==> src/rtl/ed_pkg.sv <==
// ----------------------------------------------------------------------------
// Edit distance engine package
// Types and fixed constants shared by the engine's modules.
// ----------------------------------------------------------------------------
package ed_pkg;

  localparam int CHAR_W      = 8;
  localparam int LEN_W       = 16;
  localparam int ROW_W       = 12;
  localparam int STORE_DEPTH = 2048;
  localparam int STORE_AW    = 11;
  localparam int ROW_DEPTH   = 1025;
  localparam int ROW_AW      = 11;

  localparam logic [LEN_W-1:0] LEN_MAX       = 16'hFFFF;
  localparam logic [LEN_W-1:0] LEN_STORE_LIM = 16'(STORE_DEPTH);
  localparam logic [LEN_W-1:0] LEN_ROW_LIM   = 16'(ROW_DEPTH - 1);

  localparam logic SEL_FIRST  = 1'b0;
  localparam logic SEL_SECOND = 1'b1;

  typedef enum logic [1:0] {
    ST_IDLE,
    ST_ROW,
    ST_CELL
  } ed_state_t;

  typedef struct packed {
    logic [ROW_W-1:0]  above;
    logic [ROW_W-1:0]  left;
    logic [ROW_W-1:0]  diag;
    logic [CHAR_W-1:0] lng_char;
    logic [CHAR_W-1:0] sht_char;
  } ed_cell_in_t;

endpackage

==> src/rtl/ed_cell.sv <==
// ----------------------------------------------------------------------------
// Edit distance cell unit
// Min of delete, insert and substitute cost for one table cell.
// ----------------------------------------------------------------------------
module ed_cell (
  input  ed_pkg::ed_cell_in_t          cell_in,
  output logic [ed_pkg::ROW_W-1:0]     cell_min
);

  logic [ed_pkg::ROW_W:0] del_cost;
  logic [ed_pkg::ROW_W:0] ins_cost;
  logic [ed_pkg::ROW_W:0] sub_cost;
  logic [ed_pkg::ROW_W:0] min_di;
  logic [ed_pkg::ROW_W:0] min_all;
  logic                   mismatch;

  always_comb begin
    mismatch = (cell_in.lng_char != cell_in.sht_char);
    del_cost = {1'b0, cell_in.above} + 13'd1;
    ins_cost = {1'b0, cell_in.left} + 13'd1;
    sub_cost = {1'b0, cell_in.diag} + {12'd0, mismatch};
    min_di   = (del_cost < ins_cost) ? del_cost : ins_cost;
    min_all  = (sub_cost < min_di) ? sub_cost : min_di;
  end

  assign cell_min = min_all[ed_pkg::ROW_W-1:0];

endmodule

==> config.mk <==
export PLATFORM = sky130hd
export DESIGN_NAME = ed_cell
export DESIGN_NICKNAME = d
export VERILOG_FILES = /design/src/rtl/ed_pkg.sv /design/src/rtl/ed_cell.sv
export SDC_FILE = /design/constraint.sdc
export NUM_CORES = 1
export LEC_CHECK = 0
export BUFFER_PORTS_ARGS = -buffer_cell sky130_fd_sc_hd__buf_4
export CAP_MARGIN = 30
export CORE_ASPECT_RATIO = 0.6
export CORE_MARGIN = 2
export CORE_UTILIZATION = 47
export DETAILED_ROUTE_END_ITERATION = 8
export PLACE_DENSITY = 0.84
export SLEW_MARGIN = 0
export SYNTH_ARGS = -nofsm -noshare
export SYNTH_HDL_FRONTEND = slang
export SYNTH_SLANG_ARGS = --single-unit
==> constraint.sdc <==
create_clock -name vclk -period 6.2
set_clock_uncertainty 0.2 [all_clocks]
set_input_delay 1.24 -clock vclk [all_inputs]
set_output_delay 1.24 -clock vclk [all_outputs]
set_load 0.02 [all_outputs]
==> out/metrics.yaml, run 1 <==
run_status: "aborted with a tool error"
lastStage: "clock tree synthesis"
tool.error: "[ERROR DPL-0033] detailed placement checks failed during check placement."
die-height_um: 49.80
postCtsSetupBuffers: 7
gp_congestion: 0.9454
synthCells: 214
yosys-top-cells-count: "ha_1, inv_1, xor2_1, nand3_1, xnor2_1"
portBuffers: 64
cts_hold_buf: 0
fp.dieW_um: 80.33
initial_utilization: 0.4973
ys_types: 39
hpwl_um: 6218
yosysSeqAreaShare: 0
rows: 16
synth_most_common_cell: "ha_1"
synth.avg_cell_area_um2: 7.677
yosysTopAreaCellShare: 0.2056
synth_top_area_cell: "ha_1"
netlist_top_cells_area: "ha_1, xor2_1, xnor2_1, mux2i_1, nand3_1"
place_inst: 397
cts_resized: 46
synth_area_mm2: 0.001643
ioPinCount: 64
synth_nets: 293
yosysWarnings: 0
## through the flow
step / setup slack [ps] / instance area, um2 / util / hold WS, ps
after global placement: -854.3 / 2973 / 0.9000 / 2745
after detailed placement: -1108 / 2973 / 0.9000 / 2787
after floorplan: -598.7 / 1897 / - / 2483
## cell families after synthesis
family,Yosys count,synth area share
simple gates,75,0.2437
xor+xnor,36,0.1919
compound gates,29,0.1333
fa+ha+maj,27,0.2056
buf+inv,25,0.07616
mux,22,0.1493
==> run 2: changes to the inputs <==
Settings changed: CORE_ASPECT_RATIO 0.6 to default, CORE_UTILIZATION 47 to 35, PLACE_DENSITY 0.84 to default, PLACE_DENSITY_LB_ADDON from default to 0.15.
Clock period 6.2 ns to 8.06 ns, I/O delays scaled along.
==> run 2 against run 1 <==
Against the previous run: the run now ends clean; area after synthesis did not move; synthesized cell count unchanged.
==> out/metrics.yaml, run 2 <==
powerDensity_mw_per_mm2: 83.45
dpl-instance-area_mm2: 0.002196  # -26%
crit_type: "in2out"
drt-initial-drc-count: 51
ioPinCount: 64  # unchanged
nFillCells: 438
post-route-cell-area_mm2: 0.002462
num-clock-buffers: 0
synth_nets: 293  # unchanged
multiInputGateArea_mm2: 0.001714
seq_cells: 0
seq_area_um2: 0
synth_area_mm2: 0.001643  # unchanged
drcViolationCount: 0
fin_cells: 340
worstMarginPinSlew_ps: 466.0
p_leak_nw: 1.182
num_vias: 1778
finalSetupViolCount: 0
critPathLaunchType: "primary input"
hold_start: "cell_in[24]"
grt_pass1_vias: 1644
yosys-top-cells-count: "ha_1, inv_1, xor2_1, nand3_1, xnor2_1"
mostFrequentLayoutCell: "buf_4"
slew-limit-headroom: 0.6871
rows: 24  # +8
drive_above_1_share: 0.4306
drv_slew: 0
period_needed_ps: 7794
grt_pass1_wl_um: 7058
gp_congestion: 0.8530  # -9.8%
synthCells: 214  # unchanged
fp.dieW_um: 72.51  # -9.7%
syn2layout_area_growth_pct: 49.89
mostFrequentLayoutCells: "buf_4, inv_1, ha_1"
ys_types: 39  # unchanged
initial_utilization: 0.3697  # -0.1277
dieArea_mm2: 0.005258
min_to: "cell_min[8]"
place_inst: 332  # -16%
synth.avg_cell_area_um2: 7.677  # unchanged
drtAntennaViolNets: 0
hold_path_class: "in2out"
coreArea_mm2: 0.004444
hold_viol: 0
grt_util_all_layers: 0.1619
portBuffers: 64  # unchanged
nets: 369
hpwl_um: 3879  # -38%
cap_violations: 0
die-height_um: 72.51  # +46%
yosysWarnings: 0  # unchanged
critPathArrivalTime_ps: 5980
run_status: "finished, final reports clean"
ir_drop_v: 0.00004300
fin_setup_tns_ps: 0
crit_path_max_fanout: 6
period_share: 0.9669
grt_max_degree: 12
avgRoutedWirePerCell_um: 13.73
critPathRequiredTime_ps: 6250
yosysSeqAreaShare: 0  # unchanged
netlist_top_cells_area: "ha_1, xor2_1, xnor2_1, mux2i_1, nand3_1"
cp-end-kind: "primary output"
viasPerCell: 5.229
fmax_mhz: 128.3
yosysTopAreaCellShare: 0.2056  # unchanged
drtPass1Iterations: 4
whs_path_depth: 4
synth_most_common_cell: "ha_1"
overflow: 0
diodes: 0
antenna_found_initial: 0
wl_um: 4667
synth_top_area_cell: "ha_1"
[run 2: worst max path at each step]
| stage | to | slack (ps) | depth (start not counted) | from |
|---|---|---|---|---|
| floorplan | cell_min[10] | 330 | 23 | cell_in[40] |
| global placement | cell_min[10] | 140 | 24 | cell_in[40] |
| detailed placement | cell_min[10] | 2 | 24 | cell_in[40] |
| CTS | cell_min[1] | 10 | 24 | cell_in[40] |
| global route | cell_min[5] | -30 | 22 | cell_in[31] |
| finish | cell_min[2] | 270 | 24 | cell_in[40] |
[run 2: logic make-up (layout without fill, tap and decap cells)]
kind of cell,after synthesis,in the layout,synth area share
XOR/XNOR,36,36,0.1919
multiplexers,22,22,0.1493
buffers and inverters,25,98,0.07616
adder cells (fa/ha/maj),27,27,0.2056
AND/OR/NAND/NOR,75,76,0.2437
AO/OA/AOI/OAI,29,29,0.1333
[run 2: metal layers]
metal	global-route usage	wire (um)	vias up
li1	-	-	916
met1	0.2209	2033	814
met2	0.2926	2366	43
met3	0.01111	199	5
met4	0.008230	67	0
met5	0	0	-
[run 2: metrics by stage]
step | setup slack, ps | util | power, mW | hold slack (ps)
floorplan | 329.1 | - | 0.1128 | 3274
global placement | 142.1 | 0.4941 | 0.1787 | 3480
detailed placement | 1.506 | 0.4941 | 0.1795 | 3473
CTS | 14.76 | 0.4966 | 0.1821 | 3473
global route | -33.73 | 0.5541 | 0.2237 | 3503
finish | 266.5 | 0.5541 | 0.2055 | 3471
[run 2: critical path, stage by stage]
cell       delay [ps]
buf_4             150
ha_4              170
nand2_2            80
nor3_2             40
xnor2_1           220
inv_1             110
ha_4              260
nand3_2            70
nor2_1             50
o2bb2ai_1         120
o311ai_1          290
a21o_1            200
and2_2            230
mux2_2            380
ha_1              180
a21o_1            180
a21o_1            170
a21oi_1           170
o221ai_2          150
or3_4             360
o211ai_4          250
buf_12            170
mux2i_1           200
buf_4             170
[run 2: power by group]
group	internal [mW]	switching [mW]	total, mW
Combinational	0.106	0.0998	0.205
Sequential	0	0	0
Clock	0	0	0
[run 2: cell type report]
class | count | area share
Multi-Input combinational cell | 190 | 0.6961
Tap cell | 52 | 0.02642
Inverter | 22 | 0.03354
Timing Repair Buffer | 76 | 0.2439
[run 2: timing repair]
item / 4_1_cts / 5_1_grt
setup endpoints to repair: 2 / 11
resized for setup: 1 / 31
buffers inserted: 1 / 5
cloned: 0 / 2
endpoints found under the hold margin: 0 / 0
hold buffers: 0 / 0
pin swaps: 0 / 13
No activity file was read; power rests on OpenSTA's default activity.
